[src/rtl/fcr_pkg.sv]
// ----------------------------------------------------------------------------
// fcr_pkg
// shared widths, register indexes and result codes of the cluster chain reader
// ----------------------------------------------------------------------------
package fcr_pkg;

  // address width of the request beats
  localparam int unsigned ADDR_W     = 48;
  localparam int unsigned CLUSTER_W  = 28;
  localparam int unsigned LEFT_W     = 23;
  localparam int unsigned LEN_W      = 17;
  localparam int unsigned SIZE_W     = 31;
  localparam int unsigned CFG_IDX_W  = 2;
  localparam int unsigned CFG_DATA_W = 32;
  localparam int unsigned KIND_W     = 3;
  localparam int unsigned PROD_W     = CLUSTER_W + LEN_W;
  localparam int unsigned DIV_CNT_W  = $clog2(SIZE_W);

  localparam logic [LEN_W-1:0] MIN_CLUSTER_BYTES = LEN_W'(512);

  // configuration register indexes
  localparam logic [CFG_IDX_W-1:0] REG_FAT32_MODE    = 2'd0;
  localparam logic [CFG_IDX_W-1:0] REG_CLUSTER_BYTES = 2'd1;
  localparam logic [CFG_IDX_W-1:0] REG_FAT_START     = 2'd2;
  localparam logic [CFG_IDX_W-1:0] REG_DATA_START    = 2'd3;

  // result beat kinds
  localparam logic [KIND_W-1:0] KIND_DATA        = 3'd0;
  localparam logic [KIND_W-1:0] KIND_TABLE       = 3'd1;
  localparam logic [KIND_W-1:0] KIND_DONE        = 3'd2;
  localparam logic [KIND_W-1:0] KIND_BAD_SIZE    = 3'd3;
  localparam logic [KIND_W-1:0] KIND_BAD_CLUSTER = 3'd4;

  // input operations
  localparam logic OP_START = 1'b0;
  localparam logic OP_ENTRY = 1'b1;

endpackage

[src/rtl/fat_cluster_chain_reader_unit.sv]
// ----------------------------------------------------------------------------
// fat_cluster_chain_reader_unit
// sequence: a start beat that passes its checks runs 31 restoring divide
//   steps and one multiply before its data beat; an entry beat runs the
//   multiply and then its data beat; a rejected beat gives a single beat
// the input stalls while any beat is in progress, so a new start or entry
//   beat is taken only once the sequencer is back in idle
// reset: configuration returns to its defaults and any chain walk is dropped
// ----------------------------------------------------------------------------
module fat_cluster_chain_reader_unit (
  input  logic                            clk_i,
  input  logic                            rst_ni,
  // configuration write port
  input  logic                            cfg_we_i,
  input  logic [fcr_pkg::CFG_IDX_W-1:0]   cfg_index_i,
  input  logic [fcr_pkg::CFG_DATA_W-1:0]  cfg_data_i,
  // input channel
  input  logic                            in_valid_i,
  output logic                            in_stall_o,
  input  logic                            operation_i,
  input  logic [15:0]                     start_low_i,
  input  logic [15:0]                     start_high_i,
  input  logic [31:0]                     file_bytes_i,
  input  logic [31:0]                     table_entry_i,
  // result channel
  output logic                            out_valid_o,
  input  logic                            out_stall_i,
  output logic [fcr_pkg::KIND_W-1:0]      kind_o,
  output logic [fcr_pkg::ADDR_W-1:0]      address_o,
  output logic [fcr_pkg::LEN_W-1:0]       length_o,
  output logic                            last_o
);
  import fcr_pkg::*;

  typedef enum logic [2:0] {
    ST_IDLE,
    ST_DIV,
    ST_MUL,
    ST_DATA,
    ST_LAST,
    ST_ONE
  } state_e;

  // configuration registers
  logic                  fat32_q;
  logic [LEN_W-1:0]      cluster_bytes_q;
  logic [31:0]           fat_start_q;
  logic [31:0]           data_start_q;

  // walk state
  state_e                state_q;
  logic                  busy_q;
  logic [CLUSTER_W-1:0]  cur_q;
  logic [LEFT_W-1:0]     left_q;
  logic [LEN_W-1:0]      tail_q;
  logic [KIND_W-1:0]     pend_kind_q;

  // divider: dvd_q shifts the dividend out and the quotient in
  logic [SIZE_W-1:0]     dvd_q;
  logic [LEN_W-1:0]      rem_q;
  logic [DIV_CNT_W-1:0]  cnt_q;

  logic [PROD_W-1:0]     prod_q;

  // output register
  logic                  out_valid_q;
  logic [KIND_W-1:0]     kind_q;
  logic [ADDR_W-1:0]     address_q;
  logic [LEN_W-1:0]      length_q;
  logic                  last_q;

  logic                  in_take;
  logic                  slot_free;
  logic [LEN_W-1:0]      cb_eff;
  logic [CLUSTER_W-1:0]  start_cl;
  logic [CLUSTER_W-1:0]  entry_cl;
  logic [LEN_W:0]        trial;
  logic [LEN_W:0]        diff;
  logic                  qbit;
  logic [LEN_W-1:0]      rem_next;
  logic [SIZE_W-1:0]     dvd_next;
  logic [ADDR_W-1:0]     data_addr;
  logic [ADDR_W-1:0]     table_addr;
  logic [LEN_W-1:0]      entry_len;
  logic [CLUSTER_W-1:0]  cl_off;

  assign in_stall_o  = (state_q != ST_IDLE);
  assign in_take     = in_valid_i && !in_stall_o;
  assign slot_free   = !out_valid_q || !out_stall_i;

  assign out_valid_o = out_valid_q;
  assign kind_o      = kind_q;
  assign address_o   = address_q;
  assign length_o    = length_q;
  assign last_o      = last_q;

  // sizes below the sector size count as one sector
  assign cb_eff = (cluster_bytes_q < MIN_CLUSTER_BYTES) ? MIN_CLUSTER_BYTES : cluster_bytes_q;

  // first cluster: high half only takes part in fat32 mode, masked to 28 bits
  assign start_cl = fat32_q ? {start_high_i[CLUSTER_W-17:0], start_low_i}
                            : {{(CLUSTER_W-16){1'b0}}, start_low_i};
  assign entry_cl = fat32_q ? table_entry_i[CLUSTER_W-1:0]
                            : {{(CLUSTER_W-16){1'b0}}, table_entry_i[15:0]};

  // one restoring divide step: the subtractor of the divider
  assign trial    = {rem_q, dvd_q[SIZE_W-1]};
  assign diff     = trial - {1'b0, cb_eff};
  assign qbit     = !diff[LEN_W];
  assign rem_next = qbit ? diff[LEN_W-1:0] : trial[LEN_W-1:0];
  assign dvd_next = {dvd_q[SIZE_W-2:0], qbit};

  // request addresses, wrapped to the address width
  assign cl_off     = cur_q - CLUSTER_W'(2);
  assign data_addr  = ADDR_W'(data_start_q) + ADDR_W'(prod_q);
  assign entry_len  = fat32_q ? LEN_W'(4) : LEN_W'(2);
  assign table_addr = ADDR_W'(fat_start_q)
                    + (fat32_q ? (ADDR_W'(cur_q) << 2) : (ADDR_W'(cur_q) << 1));

  // configuration writes
  always_ff @(posedge clk_i or negedge rst_ni) begin
    if (!rst_ni) begin
      fat32_q         <= 1'b0;
      cluster_bytes_q <= MIN_CLUSTER_BYTES;
      fat_start_q     <= '0;
      data_start_q    <= '0;
    end else if (cfg_we_i) begin
      unique case (cfg_index_i)
        REG_FAT32_MODE:    fat32_q         <= cfg_data_i[0];
        REG_CLUSTER_BYTES: cluster_bytes_q <= cfg_data_i[LEN_W-1:0];
        REG_FAT_START:     fat_start_q     <= cfg_data_i;
        REG_DATA_START:    data_start_q    <= cfg_data_i;
        default: ;
      endcase
    end
  end

  // sequencer, walk state and output register
  always_ff @(posedge clk_i or negedge rst_ni) begin
    if (!rst_ni) begin
      state_q     <= ST_IDLE;
      busy_q      <= 1'b0;
      cur_q       <= '0;
      left_q      <= '0;
      tail_q      <= '0;
      pend_kind_q <= KIND_DONE;
      dvd_q       <= '0;
      rem_q       <= '0;
      cnt_q       <= '0;
      prod_q      <= '0;
      out_valid_q <= 1'b0;
      kind_q      <= KIND_DONE;
      address_q   <= '0;
      length_q    <= '0;
      last_q      <= 1'b0;
    end else begin
      // a taken beat frees the slot unless refilled below
      if (out_valid_q && !out_stall_i) begin
        out_valid_q <= 1'b0;
      end

      unique case (state_q)
        ST_IDLE: begin
          if (in_take) begin
            if (operation_i == OP_START) begin
              // a new start drops any walk in progress
              busy_q <= 1'b0;
              if (file_bytes_i[31]) begin
                pend_kind_q <= KIND_BAD_SIZE;
                state_q     <= ST_ONE;
              end else if (file_bytes_i == '0) begin
                pend_kind_q <= KIND_DONE;
                state_q     <= ST_ONE;
              end else if (start_cl < CLUSTER_W'(2)) begin
                pend_kind_q <= KIND_BAD_CLUSTER;
                state_q     <= ST_ONE;
              end else begin
                cur_q   <= start_cl;
                dvd_q   <= file_bytes_i[SIZE_W-1:0];
                rem_q   <= '0;
                cnt_q   <= '0;
                state_q <= ST_DIV;
              end
            end else if (busy_q && (left_q != '0)) begin
              // entry beats while no walk is waiting are dropped silently
              if (entry_cl < CLUSTER_W'(2)) begin
                busy_q      <= 1'b0;
                pend_kind_q <= KIND_BAD_CLUSTER;
                state_q     <= ST_ONE;
              end else begin
                cur_q   <= entry_cl;
                left_q  <= left_q - LEFT_W'(1);
                state_q <= ST_MUL;
              end
            end
          end
        end

        ST_DIV: begin
          dvd_q <= dvd_next;
          rem_q <= rem_next;
          cnt_q <= cnt_q + DIV_CNT_W'(1);
          if (cnt_q == DIV_CNT_W'(SIZE_W - 1)) begin
            // clusters after the first, and the bytes in the last cluster
            left_q  <= (rem_next != '0) ? dvd_next[LEFT_W-1:0]
                                        : dvd_next[LEFT_W-1:0] - LEFT_W'(1);
            tail_q  <= (rem_next != '0) ? rem_next : cb_eff;
            state_q <= ST_MUL;
          end
        end

        ST_MUL: begin
          prod_q  <= PROD_W'(cl_off) * PROD_W'(cb_eff);
          state_q <= ST_DATA;
        end

        ST_DATA: begin
          if (slot_free) begin
            out_valid_q <= 1'b1;
            kind_q      <= KIND_DATA;
            address_q   <= data_addr;
            length_q    <= (left_q == '0) ? tail_q : cb_eff;
            last_q      <= 1'b0;
            state_q     <= ST_LAST;
          end
        end

        ST_LAST: begin
          if (slot_free) begin
            out_valid_q <= 1'b1;
            last_q      <= 1'b1;
            if (left_q == '0) begin
              // chain complete
              busy_q    <= 1'b0;
              kind_q    <= KIND_DONE;
              address_q <= '0;
              length_q  <= '0;
            end else begin
              // ask for the table entry of the current cluster
              busy_q    <= 1'b1;
              kind_q    <= KIND_TABLE;
              address_q <= table_addr;
              length_q  <= entry_len;
            end
            state_q <= ST_IDLE;
          end
        end

        ST_ONE: begin
          if (slot_free) begin
            out_valid_q <= 1'b1;
            kind_q      <= pend_kind_q;
            address_q   <= '0;
            length_q    <= '0;
            last_q      <= 1'b1;
            state_q     <= ST_IDLE;
          end
        end

        default: state_q <= ST_IDLE;
      endcase
    end
  end

endmodule
[config.mk]
export PLATFORM = sky130hd
export DESIGN_NAME = fat_cluster_chain_reader_unit
export DESIGN_NICKNAME = d
export VERILOG_FILES = /design/src/rtl/fcr_pkg.sv /design/src/rtl/fat_cluster_chain_reader_unit.sv
export SDC_FILE = /design/constraint.sdc
export NUM_CORES = 2
export LEC_CHECK = 0
export BUFFER_PORTS_ARGS = -buffer_cell sky130_fd_sc_hd__buf_2
export CAP_MARGIN = 20
export CORE_ASPECT_RATIO = 1.1
export CORE_UTILIZATION = 45
export CTS_BUF_LIST = sky130_fd_sc_hd__clkbuf_4 sky130_fd_sc_hd__clkbuf_8
export DETAILED_ROUTE_END_ITERATION = 12
export PLACE_DENSITY = 0.64
export SLEW_MARGIN = 5
export SYNTH_ARGS = -nofsm -noshare
export SYNTH_HDL_FRONTEND = slang
export SYNTH_SLANG_ARGS = --single-unit
[constraint.sdc]
create_clock -name clk_i -period 7.6 [get_ports clk_i]
set_input_delay 0.76 -clock clk_i [delete_from_list [all_inputs] [get_ports clk_i]]
set_output_delay 0.76 -clock clk_i [all_outputs]
set_load 0.01 [all_outputs]
==> run metrics <==
status=finished with violations; violated checks=setup timing; prevailing post-synth register cell=dfrtp_1; combinational family with the most area after synthesis=adder cells; Startpoint Class=flop; vias in the first global route=about 30000; adder-cell share of the synthesized area=between 20 and 30%; max incr delay on CP=0.59 ns; FILL cells=between 7000 and 8000; worst r2r src=cur_q[1]; cell mode on critical path=fa_1; register area=about 8100 µm²; Compound-Gate Fraction of Synth Area=between 10% and 20%; Worst Setup SP=cur_q[1]; final setup margin=-0.5901 ns; TritonCTS Sinks=about 320; # rows=106; drt wl/cell=about 20 µm; xor/xnor cell area share of the yosys netlist=about 4.3%; Final Skew=0.05551 ns; Setup CP Type=flop to flop; Yosys top cell area share=approximately 23%; Initial Util=a little under half; share of layout cells above drive strength 1=between 20% and 30%; Clk pin slew, worst setup/hold paths=about 0.06 ns; Critical Path End Type=flop; first-pass GRT wire length=around 170 mm; Max Cap Violations=0; fin crit period=8.190 ns; worst slew pin tran=around 0.97 ns; final slew viol count=0; post-synth cell types=89; Die Y=293.2 µm; initial drt markers=between 2000 and 2500; Clk Latency, worst-skew pair=slightly below 0.7 ns; worst min path class=input port to asynchronous set/reset pin; Seq/Total Area, Yosys=a little under a quarter; Pre-antenna DRT Iters=5; floorplan die width=about 270 µm; Core Region=between 70000 and 80000 µm²; Max Fanout on Critical Path=5; Slew headroom=between 30% and 40%; Yosys Warn Count=0; CTS Buf Count=55; Die ar.=between 70000 and 80000 µm²; fmax=about 120 MHz; clk root buf=clkbuf_8; Post-DP HPWL=roughly 83 mm; initial antenna violation count=2; Vias=29960; number of flops mapped to enable cells by yosys=0; Post-Synth Simple-Gate Area=17.22%; dominant cells by area after synthesis=dfrtp_1, fa_1, ha_1, nand2_1, inv_1; setup_tns=-7.144 ns; Req. time, crit path=8.12 ns; final hold slack=0.1748 ns; Area Growth Syn to Fin=17.50%; CP max stage cell=fa_1; Worst EP arrival=8.71 ns; Synth Cell Area=~35000 µm²; Fin. Hold Viols=0; gr usage total=27.53%; H-Tree Level Count=2; maximum buffer depth of the clock tree=3; cell taking the most area after synthesis=dfrtp_1; Post-CTS Hold Buffers=0; Port Buffers=196; Final nets=between 5000 and 6000; final WL=~110 mm; I/O pin cnt=207; gr ovfl total=0; Post-synth ARST share=100.0%; Yosys reg bits=approximately 320; largest net degree at the start of global routing=around 150; vias per inst=5.546; RSZ-0062 raised after global routing=yes; final setup vio count=19; final RePlAce weighted congestion=between 0.9 and 1; Final ANT Viol Nets=0; Syn Area/Cell=approximately 8.8 µm²; DRC viols=0; multi-input gate area in the final layout=24560 µm²; Gate Count Post-Synth=3933; multiplexer share of the synthesized area=under 10%; CTS tree=yes; final worst-path cycle share=107.8%
-- placed cells by master (no fill, tap or decap), types with 30 or more instances in the layout --
master	count
ha_1	192
nor2b_1	40
nand3_1	72
and2_1	84
nand4_1	30
buf_2	195
mux2i_1	55
xor2_1	63
fa_1	389
clkbuf_8	67
nor3_1	55
nor4_1	40
dfrtp_1	320
inv_1	490
xnor2_1	88
a21oi_1	121
mux2_2	111
buf_4	313
nor2_1	320
a21o_1	61
o21ai_0	199
a31oi_1	34
nand2_1	498
-- worst max-delay path: cells and delay by family (launching register included) --
| kind | cells | cell delay (ns) |
|---|---|---|
| adders and majority gates | 8 | 3.43 |
| and+or+nand+nor | 8 | 2.02 |
| AOI/OAI and AO/OA | 9 | 1.51 |
| xor gates and xnor gates | 2 | 0.49 |
| DFF | 1 | 0.38 |
| buffers and inverters | 4 | 0.24 |
-- through the flow --
step | worst slack [ns] | instances | cell area (µm²) | utilization [%]
finish | -0.5901 | 5401 | 40770 | 53.55
global route | -0.8391 | 5399 | 40760 | 53.55
CTS | -0.6536 | 5383 | 40420 | 53.10
detailed placement | -0.7785 | 5269 | 38830 | 51.01
global placement | -0.7373 | 5269 | 38830 | 51.01
floorplan | -0.5278 | 3934 | 34900 | -
-- logic make-up (layout without fill, tap and decap cells) --
| group | count (synthesis) | in the layout |
|---|---|---|
| DFF | 323 | 323 |
| AOI/OAI and AO/OA | 680 | 680 |
| xor gates and xnor gates | 165 | 165 |
| muxes | 166 | 166 |
| and+or+nand+nor | 1302 | 1302 |
| buffers and inverters | 701 | 1139 |
| adders and majority gates | 595 | 595 |
| other | 1 | 5 |
-- area by class of cell --
cell class / instances / share of cell area (%)
Tap cell: 1026 / 3.149
Multi-Input combinational cell: 2910 / 60.25
Timing Repair Buffer: 531 / 8.983
Sequential cell: 323 / 19.83
Clock buffer: 80 / 2.501
Inverter: 509 / 4.686
Clock inverter: 19 / 0.5800
Antenna cell: 3 / 0.01841
-- synthesized netlist by cell type, drive strengths merged, types with 7 or more instances --
cell type / n
inv: 508
o21bai: 12
o221ai: 7
nand4: 30
mux2: 111
nor3: 60
or3: 15
ha: 203
nand2: 509
nand2b: 30
mux2i: 55
buf: 24
o21a: 23
dfrtp: 320
o211ai: 27
o31ai: 23
o22ai: 26
nand3: 77
and3: 30
a22oi: 24
or2: 9
nor2b: 41
nor2: 341
o21ai: 220
a21o: 61
or4: 10
xor2: 68
clkbuf: 168
xnor2: 97
a21oi: 132
nor3b: 8
a211oi: 12
a31oi: 38
fa: 392
nor4: 43
a221oi: 23
and2: 85
-- sequential cells by signal, indices dropped and copies added, names as in the netlist --
register,count
length_o,17
cluster_bytes_q,17
tail_q,17
state_q,3
address_o,46
left_q,23
fat_start_q,32
kind_o,3
pend_kind_q,3
cnt_q,5
dvd_q,31
out_valid_o,1
busy_q,1
last_o,1
rem_q,17
data_start_q,32
cur_q,28
prod_q,45
fat32_q,1
-- routing by layer --
metal,share of wire (%),up-vias,global-route usage (%)
met3,5.6,205,3.553
met1,42,14990,35.93
met5,0,-,0
li1,-,13780,-
met4,3.9,0,10.71
met2,48,986,46.34
-- repair_timing --
action                                  in CTS  in global routing
endpoints found under the setup margin      20                 25
setup buffers                               14                 15
pin swaps                                   24                 43
cloned                                       1                  0
gates resized for setup                     48                 65
-- final timing paths --
check	endpoint	slack, ns	cells past startpoint
setup / recovery	prod_q[42]	-0.59	31
hold / removal	address_o[12]	0.17	1
setup reg to reg	prod_q[42]	-0.59	31
hold reg to reg	address_o[23]	0.47	2
max in group asynchronous	dvd_q[3]	5.95	2
min in group clk_i	data_start_q[17]	0.32	2
Power is not shown: default switching activity piles up to over one toggle a cycle in this logic, so the estimate is an artifact.
